File: src/rtl/fcsb_pkg.sv
// Shared types and constants for the sphere and box frustum culler.
`timescale 1ns / 1ps
package fcsb_pkg;

  localparam int QUEUE_DEPTH_DEFAULT = 2;
  localparam int ROW_COUNT = 3;
  localparam int LAST_ROW_OP = 2;
  localparam int LAST_OP = 6;
  localparam int NORMAL_W = 18;

  typedef enum logic [1:0] {
    REQ_LOAD   = 2'd0,
    REQ_SPHERE = 2'd1,
    REQ_BOX    = 2'd2,
    REQ_NONE   = 2'd3
  } req_t;

  localparam logic [2:0] REG_NEAR   = 3'd0;
  localparam logic [2:0] REG_FAR    = 3'd1;
  localparam logic [2:0] REG_LEFT   = 3'd2;
  localparam logic [2:0] REG_TOP    = 3'd3;
  localparam logic [2:0] REG_RIGHT  = 3'd4;
  localparam logic [2:0] REG_BOTTOM = 3'd5;

  localparam logic [30:0] NEAR_RESET = 31'd256;
  localparam logic [30:0] FAR_RESET  = 31'd25600000;

  // One classified item on its way to the back end.
  typedef struct packed {
    req_t             kind;
    logic [1:0]       row;
    logic [2:0][31:0] a;
    logic [2:0][31:0] b;
    logic [30:0]      radius;
  } cmd_t;

  // Frustum bounds as written through the configuration port.
  typedef struct packed {
    logic [30:0]      near_dist;
    logic [30:0]      far_dist;
    logic [3:0][53:0] plane;
  } frustum_t;

  typedef enum logic [2:0] {
    ST_IDLE,
    ST_MUL,
    ST_ACC,
    ST_EVAL,
    ST_DONE
  } seq_state_t;

endpackage

File: src/rtl/fcsb_queue.sv
// Small FIFO between the front end and the back end.
`timescale 1ns / 1ps
module fcsb_queue #(
  parameter int DEPTH = fcsb_pkg::QUEUE_DEPTH_DEFAULT
) (
  input  logic           clk,
  input  logic           rst,
  input  logic           push_valid,
  output logic           push_ready,
  input  fcsb_pkg::cmd_t push_data,
  output logic           pop_valid,
  input  logic           pop_ready,
  output fcsb_pkg::cmd_t pop_data
);

  localparam int PW = (DEPTH > 1) ? $clog2(DEPTH) : 1;
  localparam int CW = $clog2(DEPTH + 1);
  localparam logic [PW-1:0] LAST_PTR = PW'(DEPTH - 1);

  fcsb_pkg::cmd_t slots [DEPTH];
  logic [PW-1:0]  wr_ptr;
  logic [PW-1:0]  rd_ptr;
  logic [CW-1:0]  count;
  logic           do_push;
  logic           do_pop;

  assign push_ready = (count != CW'(DEPTH));
  assign pop_valid  = (count != '0);
  assign pop_data   = slots[rd_ptr];
  assign do_push    = push_valid && push_ready;
  assign do_pop     = pop_valid && pop_ready;

  // Pointers wrap at the depth, which need not be a power of two.
  always_ff @(posedge clk) begin
    if (rst) begin
      wr_ptr <= '0;
      rd_ptr <= '0;
      count  <= '0;
    end else begin
      if (do_push) begin
        wr_ptr <= (wr_ptr == LAST_PTR) ? '0 : wr_ptr + 1'b1;
      end
      if (do_pop) begin
        rd_ptr <= (rd_ptr == LAST_PTR) ? '0 : rd_ptr + 1'b1;
      end
      if (do_push && !do_pop) begin
        count <= count + 1'b1;
      end else if (do_pop && !do_push) begin
        count <= count - 1'b1;
      end
    end
  end

  always_ff @(posedge clk) begin
    if (do_push) begin
      slots[wr_ptr] <= push_data;
    end
  end

endmodule

File: config.mk
export PLATFORM = sky130hd
export DESIGN_NAME = fcsb_queue
export DESIGN_NICKNAME = d
export VERILOG_FILES = /design/src/rtl/fcsb_pkg.sv /design/src/rtl/fcsb_queue.sv
export SDC_FILE = /design/constraint.sdc
export NUM_CORES = 1
export LEC_CHECK = 0
export CAP_MARGIN = 20
export CELL_PAD_IN_SITES_DETAIL_PLACEMENT = 1
export CELL_PAD_IN_SITES_GLOBAL_PLACEMENT = 2
export CORE_ASPECT_RATIO = 0.6
export CORE_UTILIZATION = 52
export CTS_BUF_LIST = sky130_fd_sc_hd__clkbuf_4 sky130_fd_sc_hd__clkbuf_8
export CTS_CLUSTER_SIZE = 30
export DETAILED_ROUTE_END_ITERATION = 8
export DONT_BUFFER_PORTS = 1
export PLACE_DENSITY = 0.95
export SETUP_SLACK_MARGIN = 0.15
export SYNTH_ARGS = -nofsm -noshare
export SYNTH_HDL_FRONTEND = slang
export SYNTH_SLANG_ARGS = --single-unit
File: constraint.sdc
create_clock -name clk -period 10.3 [get_ports clk]
set_clock_uncertainty 0.05 [all_clocks]
set_input_delay 1.03 -clock clk [delete_from_list [all_inputs] [get_ports clk]]
set_output_delay 1.03 -clock clk [all_outputs]
set_load 0.03 [all_outputs]
Word-level counts from Yosys, hierarchy flattened
Memory sizes are Yosys's and may differ from the RTL's. A register that Yosys moved wholly into a read port is not among the register bits.
Index checks and enable logic that the tools add are counted.
{"block": "word_totals", "ff_bits": 4, "ramBits": 454, "in_bits": 231, "out_inout_bits": 229, "elab_cells": 25, "memories": 1}
{"block": "classes", "add_sub_neg": 4, "n_eq_ne": 1, "mux": 8, "n_reduce_logical": 8}
{"name": "slots", "depth": 2, "word_bits": 227, "read_ports": 1, "rd_clocked_by_memory_dff": 1, "wr": 1, "line": "fcsb_queue.sv:20", "text": "fcsb_pkg::cmd_t slots [DEPTH];"}
{"operator": "$mux 1", "count": 6}
{"operator": "$logic_and 1x1->1", "count": 4}
{"operator": "$mux 2", "count": 2}
{"operator": "$reduce_bool 2->1", "count": 2}
{"operator": "$add 1x1->1 const B", "count": 2}
{"operator": "$add 2x1->2 const B", "count": 1}
{"operator": "$logic_not 1->1", "count": 2}
{"operator": "$ne 2x2->1 const B", "count": 1}
{"operator": "$sub 2x1->2 const B", "count": 1}

Longest topological paths before layout
{"block": "depth", "ltp_word": 6, "mapped_depth": 6}

Worst setup path before layout
OpenSTA, ideal clock, no wires.
{"block": "synth_path", "kind": "input to register", "startpoint": "in push_valid", "endpoint": "mem slots[1][0] (netlist bit), enable pin", "setup_ns": 0.618, "t_arrival_ns": 6.258, "setup_slack_ns": 3.375, "cell_stages": 1, "n_path_buf": 0, "cell_sequence": "and3_1"}
{"block": "synth_via", "elab_chain_len": 3}
{"item": "start, declared", "line": "fcsb_queue.sv:8", "text": "input logic push_valid,"}
{"item": "$logic_and 1x1->1", "line": "fcsb_queue.sv:30", "text": "assign do_push = push_valid && push_ready;"}
{"item": "$mux 1", "line": "fcsb_queue.sv:55", "text": "if (do_push) begin"}
{"item": "$mux 1 (not written as such)", "line": "fcsb_queue.sv:56", "text": "slots[wr_ptr] <= push_data;"}
{"item": "end, declared", "line": "fcsb_queue.sv:20"}
Every way passes these cells.

==> qor.yml <==
synthCells: 730
relSlewSlack: 0.3271
synth_area_per_cell_um2: 22.88
grt_pass1_vias: 7731
cts_setup_buffers: 0
cp.arrival_ps: 3070
path_clk_slew_ps: 60
synth_area_mm2: 0.01670
dp_slack_ps: 6601
fin_tns_setup_ps: 0
powerDensity_mw_per_mm2: 282.2
die_h_um: 140.8
maxCapViolCount: 0
violations: "DRC"
layout-drive-gt1-share: 0.4094
grt_max_degree: 95
fmax_mhz: 241.0
final_common_cell: "edfxtp_1"
gp_congestion: 0.8606
drt_iter0_markers: 614
hold_path.class: "in -> reg"
syn_to_final_growth_pct: 10.14
finalSetupViolations: 0
cts.sinks: 459
cp.required_ps: 9220
cp_max_fo: 72
finalCriticalPeriod_ps: 4149
first_pass_iters: 6
vdd_drop_max_uv: 180.5
startpoint_type: "flip-flop"
num-nets-final: 1013
rsz0062_at_grt: "false"
ys_seq_area_frac: 0.8222
cts-root-buf: "clkbuf_8"
ant_nets: 0
finalInstanceArea_mm2: 0.01840
dpl_cell_area_mm2: 0.01711
cts_made_buffers: 66
cts_buffer_depth: 3
port_buffers: 0
die-area_mm2: 0.03286
cts_resized: 0
grt-ovfl-total: 0
status: "finished, violations left"
synth_warnings: 0
viasPerCell: 5.692
drc: 42
cts_hold_buf: 0
ys_types: 20
core_area_mm2: 0.03141
worst_slack_ps: 6151
initial_core_util: 0.5318
antenna_found_initial: 0
path_class: "reg -> out"
drv_slew: 0
antenna_cells: 0
hold-worst-slack_ps: 443.5
wirelength_mm: 37.67
dp_hpwl_mm: 25.15
worstMarginPinSlew_ps: 1009
ff2ff_path_depth: 4
worstHoldPathCells: 1
hold_path_startpoint: "rst"
vias: 7081
die_w_um: 233.4
post-route-period-util: 0.4028
dp_cells: 1128
stdcell_count: 1244
hold_viol: 0
clock_latency_ps: 600
grt_use_total: 0.2265
synth_nets: 962
critPathCaptureType: "primary output"
grt_pass1_wl_mm: 52.56
cts_tree: "yes"
htree_levels: 3
regToRegSetupSlack_ps: 6860
routedWlPerCell_um: 30.28
hold_end: "wr_ptr"
regToRegStartpoint: "count[0]"
r2r-end: "slots[1][130]"
core.rowCount: 50
layout_common_cells: "edfxtp_1, mux2_2, clkbuf_8"
io_pins: 460
synth-seq-cells: 459
p_leak_uw: 0.005983
sequential cells by signal, summed over array words and instances, names as in the netlist, named ones only:
register,count
count,2
slots,454
rd_ptr,1
wr_ptr,1
kinds of logic (layout without fill, tap and decap cells):
family | Yosys count | count (layout) | share of synthesized area
compound gates | 5 | 5 | 0.001798
xor+xnor | 3 | 3 | 0.001573
fa+ha+maj | 1 | 1 | 0.0007490
buf+inv | 26 | 124 | 0.01086
flops | 459 | 459 | 0.8222
mux | 227 | 227 | 0.1598
simple gates | 9 | 9 | 0.002998
worst max-delay path by stage:
stage | endpoint | slack [ps] | cells after the start
floorplan | slots[1][0] | 3370 | 1
global placement | pop_data[113] | 6700 | 2
detailed placement | pop_data[130] | 6600 | 2
CTS | pop_data[130] | 5900 | 2
global route | pop_data[38] | 5910 | 2
finish | pop_data[38] | 6150 | 2
Yosys cell counts:
cell type | instances | area share
xor2_1 | 3 | 0.0016
buf_2 | 10 | 0.0030
mux2_2 | 197 | 0.13
and2_1 | 1 | 0.00037
inv_1 | 1 | 0.00022
or2_2 | 1 | 0.00037
ha_1 | 1 | 0.00075
or3_1 | 1 | 0.00037
o21ai_0 | 2 | 0.00060
buf_4 | 11 | 0.0049
nor2_1 | 3 | 0.00067
mux2_4 | 30 | 0.027
dfxtp_1 | 5 | 0.0060
a21oi_1 | 2 | 0.00060
a21bo_2 | 1 | 0.00060
nand2b_1 | 1 | 0.00037
edfxtp_1 | 454 | 0.82
and3_1 | 1 | 0.00037
buf_6 | 4 | 0.0027
nand3b_1 | 1 | 0.00045
worst max-delay path, stage by stage, from the launching register on:
cell and delay (ps):
dfxtp_4 990, buf_4 860, mux2_2 510
final cells by class:
class / instances / area (um^2)
Sequential cell: 459 / 13740
Fill cell: 2597 / 13010
Inverter: 1 / 11.26
Clock inverter: 25 / 146.4
Multi-Input combinational cell: 245 / 2793
Timing Repair Buffer: 8 / 80.08
Tap cell: 416 / 520.5
Clock buffer: 90 / 1107
stage by stage:
step           utilization  power (uW)
2_1_floorplan            -        3688
3_5_place_dp        0.5449        3827
4_1_cts             0.5849        5236
6_report            0.5857        5190
3_3_place_gp        0.5449        3784
5_1_grt             0.5857        5370
power by group:
part / leakage (uW) / switching, uW / internal [uW]
clock network: 0.000663 / 672 / 725
registers: 0.00428 / 114 / 2340
logic: 0.00104 / 971 / 369
total: 0.00598 / 1760 / 3430
routing by layer:
metal / GRT usage / routed length [um] / part of all wire / vias up
met5: 0 / 0 / 0 / -
met4: 0.08783 / 1082 / 0.029 / 0
met3: 0.1060 / 4069 / 0.11 / 82
met2: 0.3781 / 19020 / 0.50 / 362
met1: 0.2523 / 13500 / 0.36 / 3624
li1: - / - / - / 3013
(Power assumes the default switching activity.)
