### config.mk
export PLATFORM = sky130hd
export DESIGN_NAME = fcsb_front_flat
export DESIGN_NICKNAME = d
export VERILOG_FILES = /design/src/rtl/fcsb_pkg.sv /design/src/rtl/fcsb_channels.sv /design/src/rtl/fcsb_front.sv /design/src/flat_wrapper.sv
export SDC_FILE = /design/constraint.sdc
export NUM_CORES = 1
export LEC_CHECK = 0
export BUFFER_PORTS_ARGS = -buffer_cell sky130_fd_sc_hd__buf_2
export CAP_MARGIN = 10
export CELL_PAD_IN_SITES_DETAIL_PLACEMENT = 1
export CELL_PAD_IN_SITES_GLOBAL_PLACEMENT = 2
export CORE_AREA = 2 2 178 180
export DETAILED_ROUTE_END_ITERATION = 10
export DIE_AREA = 0 0 180 182
export GPL_ROUTABILITY_DRIVEN = 0
export PLACE_DENSITY_LB_ADDON = 0.1
export SETUP_SLACK_MARGIN = 0.3
export SLEW_MARGIN = 30
export SYNTH_ARGS = -nofsm -noshare
export SYNTH_HDL_FRONTEND = slang
export SYNTH_SLANG_ARGS = --single-unit
### constraint.sdc
create_clock -name clk -period 8.75 [get_ports clk]
set_clock_uncertainty 0.05 [all_clocks]
set_input_delay 1.75 -clock clk [delete_from_list [all_inputs] [get_ports clk]]
set_output_delay 1.75 -clock clk [all_outputs]
set_load 0.02 [all_outputs]
### src/rtl/fcsb_pkg.sv
// Shared types and constants for the sphere and box frustum culler.
`timescale 1ns / 1ps
package fcsb_pkg;

  localparam int QUEUE_DEPTH_DEFAULT = 2;
  localparam int ROW_COUNT = 3;
  localparam int LAST_ROW_OP = 2;
  localparam int LAST_OP = 6;
  localparam int NORMAL_W = 18;

  typedef enum logic [1:0] {
    REQ_LOAD   = 2'd0,
    REQ_SPHERE = 2'd1,
    REQ_BOX    = 2'd2,
    REQ_NONE   = 2'd3
  } req_t;

  localparam logic [2:0] REG_NEAR   = 3'd0;
  localparam logic [2:0] REG_FAR    = 3'd1;
  localparam logic [2:0] REG_LEFT   = 3'd2;
  localparam logic [2:0] REG_TOP    = 3'd3;
  localparam logic [2:0] REG_RIGHT  = 3'd4;
  localparam logic [2:0] REG_BOTTOM = 3'd5;

  localparam logic [30:0] NEAR_RESET = 31'd256;
  localparam logic [30:0] FAR_RESET  = 31'd25600000;

  // One classified item on its way to the back end.
  typedef struct packed {
    req_t             kind;
    logic [1:0]       row;
    logic [2:0][31:0] a;
    logic [2:0][31:0] b;
    logic [30:0]      radius;
  } cmd_t;

  // Frustum bounds as written through the configuration port.
  typedef struct packed {
    logic [30:0]      near_dist;
    logic [30:0]      far_dist;
    logic [3:0][53:0] plane;
  } frustum_t;

  typedef enum logic [2:0] {
    ST_IDLE,
    ST_MUL,
    ST_ACC,
    ST_EVAL,
    ST_DONE
  } seq_state_t;

endpackage

### src/rtl/fcsb_channels.sv
// Valid/ready channel interfaces for request and result items.
`timescale 1ns / 1ps
interface fcsb_req_if;
  logic               valid;
  logic               ready;
  logic [1:0]         req_type;
  logic [1:0]         row_select;
  logic signed [31:0] first_x;
  logic signed [31:0] first_y;
  logic signed [31:0] first_z;
  logic signed [31:0] second_x;
  logic signed [31:0] second_y;
  logic signed [31:0] second_z;
  logic [30:0]        sphere_radius;

  modport source(output valid, req_type, row_select, first_x, first_y, first_z,
                 second_x, second_y, second_z, sphere_radius, input ready);
  modport sink(input valid, req_type, row_select, first_x, first_y, first_z,
               second_x, second_y, second_z, sphere_radius, output ready);
endinterface


### src/rtl/fcsb_front.sv
// Front end: registers incoming items and drops those that do nothing.
`timescale 1ns / 1ps
module fcsb_front (
  input  logic           clk,
  input  logic           rst,
  fcsb_req_if.sink       req,
  output fcsb_pkg::cmd_t cmd,
  output logic           cmd_valid,
  input  logic           cmd_ready
);

  logic keep;

  assign req.ready = !cmd_valid || cmd_ready;

  // Loads to the unused row and the unused request code are dropped here.
  always_comb begin
    unique case (fcsb_pkg::req_t'(req.req_type))
      fcsb_pkg::REQ_LOAD:   keep = (req.row_select != 2'd3);
      fcsb_pkg::REQ_SPHERE: keep = 1'b1;
      fcsb_pkg::REQ_BOX:    keep = 1'b1;
      default:              keep = 1'b0;
    endcase
  end

  always_ff @(posedge clk) begin
    if (rst) begin
      cmd_valid <= 1'b0;
    end else if (req.ready) begin
      cmd_valid <= req.valid && keep;
    end
  end

  // Payload holds while the queue is full.
  always_ff @(posedge clk) begin
    if (req.valid && req.ready) begin
      cmd.kind   <= fcsb_pkg::req_t'(req.req_type);
      cmd.row    <= req.row_select;
      cmd.a      <= {req.first_z, req.first_y, req.first_x};
      cmd.b      <= {req.second_z, req.second_y, req.second_x};
      cmd.radius <= req.sphere_radius;
    end
  end

endmodule

### src/flat_wrapper.sv
// flat-port wrapper written by rule: the top's interface ports become plain ports
module fcsb_front_flat 
  (clk, rst, cmd, cmd_valid, cmd_ready, req_valid, req_req_type, req_row_select, req_first_x, req_first_y, req_first_z, req_second_x, req_second_y, req_second_z, req_sphere_radius, req_ready);
  fcsb_req_if req_i ();
  input  logic clk;
  input  logic rst;
  output fcsb_pkg::cmd_t cmd;
  output logic cmd_valid;
  input  logic cmd_ready;
  input wire logic [$bits(req_i.valid)-1:0] req_valid;
  input wire logic [$bits(req_i.req_type)-1:0] req_req_type;
  input wire logic [$bits(req_i.row_select)-1:0] req_row_select;
  input wire logic [$bits(req_i.first_x)-1:0] req_first_x;
  input wire logic [$bits(req_i.first_y)-1:0] req_first_y;
  input wire logic [$bits(req_i.first_z)-1:0] req_first_z;
  input wire logic [$bits(req_i.second_x)-1:0] req_second_x;
  input wire logic [$bits(req_i.second_y)-1:0] req_second_y;
  input wire logic [$bits(req_i.second_z)-1:0] req_second_z;
  input wire logic [$bits(req_i.sphere_radius)-1:0] req_sphere_radius;
  output wire logic [$bits(req_i.ready)-1:0] req_ready;
  assign req_i.valid = req_valid;
  assign req_i.req_type = req_req_type;
  assign req_i.row_select = req_row_select;
  assign req_i.first_x = req_first_x;
  assign req_i.first_y = req_first_y;
  assign req_i.first_z = req_first_z;
  assign req_i.second_x = req_second_x;
  assign req_i.second_y = req_second_y;
  assign req_i.second_z = req_second_z;
  assign req_i.sphere_radius = req_sphere_radius;
  assign req_ready = req_i.ready;
  fcsb_front u_core (.clk(clk), .rst(rst), .req(req_i), .cmd(cmd), .cmd_valid(cmd_valid), .cmd_ready(cmd_ready));
endmodule
# Yosys cells after proc, flatten, opt, wreduce, memory -nomap -nowiden
# Cells that the tools add are included.
# classes
mux	1
n_eq_ne	3
n_reduce_logical	6
# op_table
cell	n
$eq 2x1->1 const B	1
$eq 2x2->1 const B	1
$logic_and 1x1->1	2
$logic_not 2->1	1
$ne 2x2->1 const B	1
$pmux 1 s2	1
$reduce_or 2->1	1
$logic_not 1->1	1
$logic_or 1x1->1	1
# totals
word_cells	20
regBits	228
in_bits	231

# Logic depth before layout (Yosys ltp)
# depth
ltp_word	4
depth_mapped	5

# Worst setup path before layout
# No wires, ideal clock.
# synth_timing
kind	input-to-reg
from	in cmd_ready
to	reg, netlist name u_core.cmd[0]
slack_ns	0.874
stages	2
path_buffers	0
t_required_ns	8.085
arrival_time_ns	7.211
setup_ns	0.615
cell_sequence	nand2b_1 and2_1
# synth_between
elab_chain_len	2
# synth_rtl
item	line_no	source
start: declaration	flat_wrapper.sv:9	input logic cmd_ready;
$logic_or 1x1->1	fcsb_front.sv:14	assign req.ready = !cmd_valid || cmd_ready;
$logic_and 1x1->1	fcsb_front.sv:36	if (req.valid && req.ready) begin
# Every way passes these cells.
# A chain may end at the register's enable or synchronous reset.

# Worst setup path in the final report
# layout_timing
from	in cmd_ready
to	out req_ready
# layout_between
elab_chain_len	1
# layout_rtl
item	line_no	source
$logic_or 1x1->1	fcsb_front.sv:14	
end: declaration	flat_wrapper.sv:20	output wire logic [$bits(req_i.ready)-1:0] req_ready;
# Every way passes these cells.

==> metrics.md <==
| Metric | Value |
|---|---|
| Clk_lat worst skew | `0.53 ns` |
| Drt drc | `0` |
| Cells on worst reg2reg path | `3` |
| Post-DP HPWL | `17.0 mm` |
| Vias in the first global route | `4742` |
| Cts repair resizes | `0` |
| First-pass GRT wire length | `30.8 mm` |
| Fin util | `34.0%` |
| Seq/Total Area, Yosys | `99.0%` |
| Num CTS Buffers | `27` |
| CTS sink count | `228` |
| Outcome | `completed` |
| Setup bufs post-CTS | `0` |
| Die area | `0.0328 mm²` |
| WL per Instance | `18.9 µm` |
| WS Path Type | `in -> out` |
| Avg Vias per Cell | `3.78` |
| Area Overhead vs Synth | `52.7%` |
| Min-delay src | `u_core.cmd_valid` |
| Mapped Area | `0.00691 mm²` |
| Die outline width | `180 µm` |
| Number of synthesized register bits | `228` |
| PortBufs | `459` |
| VDD IR max | `109 µV` |
| Most common cell after layout, fill and taps aside | `buf_2` |
| DP Cell Count | `1102` |
| H-tree depth | `1` |
| Reg-to-Reg Start | `u_core.cmd_valid` |
| Final cell count without fillers | `1154` |
| Most frequent cells in the layout | `buf_2, edfxtp_1, clkbuf_16` |
| DR vias | `4359` |
| I/O pin total | `460` |
| Distinct cell type count after synthesis | `10` |
| Post-DP Area | `0.00973 mm²` |
| CP arrival | `2.17 ns` |
| Site Rows | `65` |
| CTS max path bufs | `3` |
| Hold Path Stages | `2` |
| Max Cap Viol | `0` |
| Design Area, Final | `0.0105 mm²` |
| Filler instances | `3302` |
| Drt first pass iters | `5` |
| Hold crit path type | `reg -> reg` |
| Final WL | `21.8 mm` |
| Req. time, crit path | `6.95 ns` |
| TritonCTS clock tree | `yes` |
| RSZ-0062 raised after global routing | `false` |
| Pin count of the biggest net entering global routing | `76` |
| Hold path endpoint | `u_core.cmd_valid` |
| Crit-path max FO | `3` |
| Post-layout min period | `3.97 ns` |
| Setup violators final | `0` |
| Lkg Pwr | `4.46 nW` |
| Syn Area/Cell | `29.0 µm²` |
| Hold bufs inserted after CTS | `0` |
| Element type at the critical path end | `output port` |
| Layout cell share with drive strength beyond 1 | `66.0%` |
| Initial Util | `22.3%` |
| Max-slew violations | `0` |
| DRT iter0 DRCs | `192` |
| Critical path launch point type | `primary input` |
| Initial antenna violation count | `3` |
| Fmax | `252 MHz` |
| Gr ovfl total | `0` |
| Normalized max-slew margin | `40.6%` |
| Synth Instances | `238` |
| TNS Setup | `0 ns` |
| Worst-Margin Slew | `0.891 ns` |
| Antenna Nets Post-Route | `0` |
| Synth warn | `0` |
| Die height | `182 µm` |
| Core box area | `0.0310 mm²` |
| Power per cell area | `242 mW/mm²` |
| GRT Total Usage | `12.6%` |
| Reg clk slew, reported paths | `0.05 ns` |
| Syn_nets | `471` |
| Clk Tree Root Cell | `clkbuf_16` |
| Final period utilization | `45.4%` |
| Nets@finish | `962` |
| RR Endpoint | `u_core.cmd[216]` |
| Fin. Hold Viols | `0` |
| R2r setup slk | `6.52 ns` |
[cells by family (layout without fill, tap and decap cells)]
logic type,count (synthesis),in the layout,share of synthesized area (%)
DFF,228,228,99.0
AOI/OAI and AO/OA,3,3,0.254
and+or+nand+nor,3,3,0.272
adders and majority gates,2,2,0.362
buffers and inverters,2,514,0.109
other,0,2,0
[flip-flops by register name, summed over array words and instances, names as in the netlist]
name              flops
u_core.cmd          227
u_core.cmd_valid      1
[worst max path at each step]
stage / startpoint / end / slack, ns / cells after the start
after floorplan: cmd_ready / u_core.cmd[0] / 0.87 / 2
after global placement: cmd_ready / req_ready / 4.76 / 3
after detailed placement: cmd_ready / req_ready / 4.77 / 3
after CTS: cmd_ready / req_ready / 4.77 / 3
after global routing: cmd_ready / req_ready / 4.75 / 3
final: cmd_ready / req_ready / 4.78 / 3
[synthesized netlist by cell type, drive strengths merged]
cell type,instances,share of area (%)
a21boi,1,0.11
a21oi,1,0.072
and2,1,0.091
dfxtp,1,0.29
edfxtp,227,99
ha,2,0.36
inv,2,0.11
nand2b,1,0.091
nor2b,1,0.091
o21ai,1,0.072
[where the power goes]
group | switching (W) | total (W) | internal (W) | leakage (nW)
clock network | 0.000426 | 0.00102 | 0.000593 | 0.385
registers | 0.0000159 | 0.00130 | 0.00128 | 2.22
logic | 0.000155 | 0.000234 | 0.0000788 | 1.86
total | 0.000597 | 0.00255 | 0.00195 | 4.46
[critical path: stages]
cell	delay (ns)
buf_2	0.10
nand2b_1	0.16
buf_2	0.17
[per-stage QoR]
step / power (W) / hold WS (ns) / worst slack (ns)
floorplan: 0.00144 / 0.673 / 0.874
global placement: 0.00156 / 0.481 / 4.76
detailed placement: 0.00156 / 0.467 / 4.77
CTS: 0.00260 / 0.480 / 4.77
global route: 0.00265 / 0.514 / 4.75
finish: 0.00255 / 0.473 / 4.78
[layer usage]
layer / up-vias / track usage, % / wire, µm
met2: 258 / 23.4 / 11600
met4: 2 / 3.45 / 405
li1: 1961 / - / -
met1: 2105 / 12.7 / 7320
met5: - / 0 / 13
met3: 33 / 5.62 / 2410
[layout make-up]
cell class / instances / area (µm²) / area share (%)
sequential: 228 / 6840 / 64.8
antenna: 2 / 5.00 / 0.0475
tap: 402 / 503 / 4.77
multi-input combinational: 8 / 63.8 / 0.605
inverter: 2 / 7.51 / 0.0712
clock buffer: 34 / 702 / 6.66
timing repair buffer: 462 / 2320 / 22.0
clock inverter: 16 / 101 / 0.961
(Power assumes the default switching activity.)
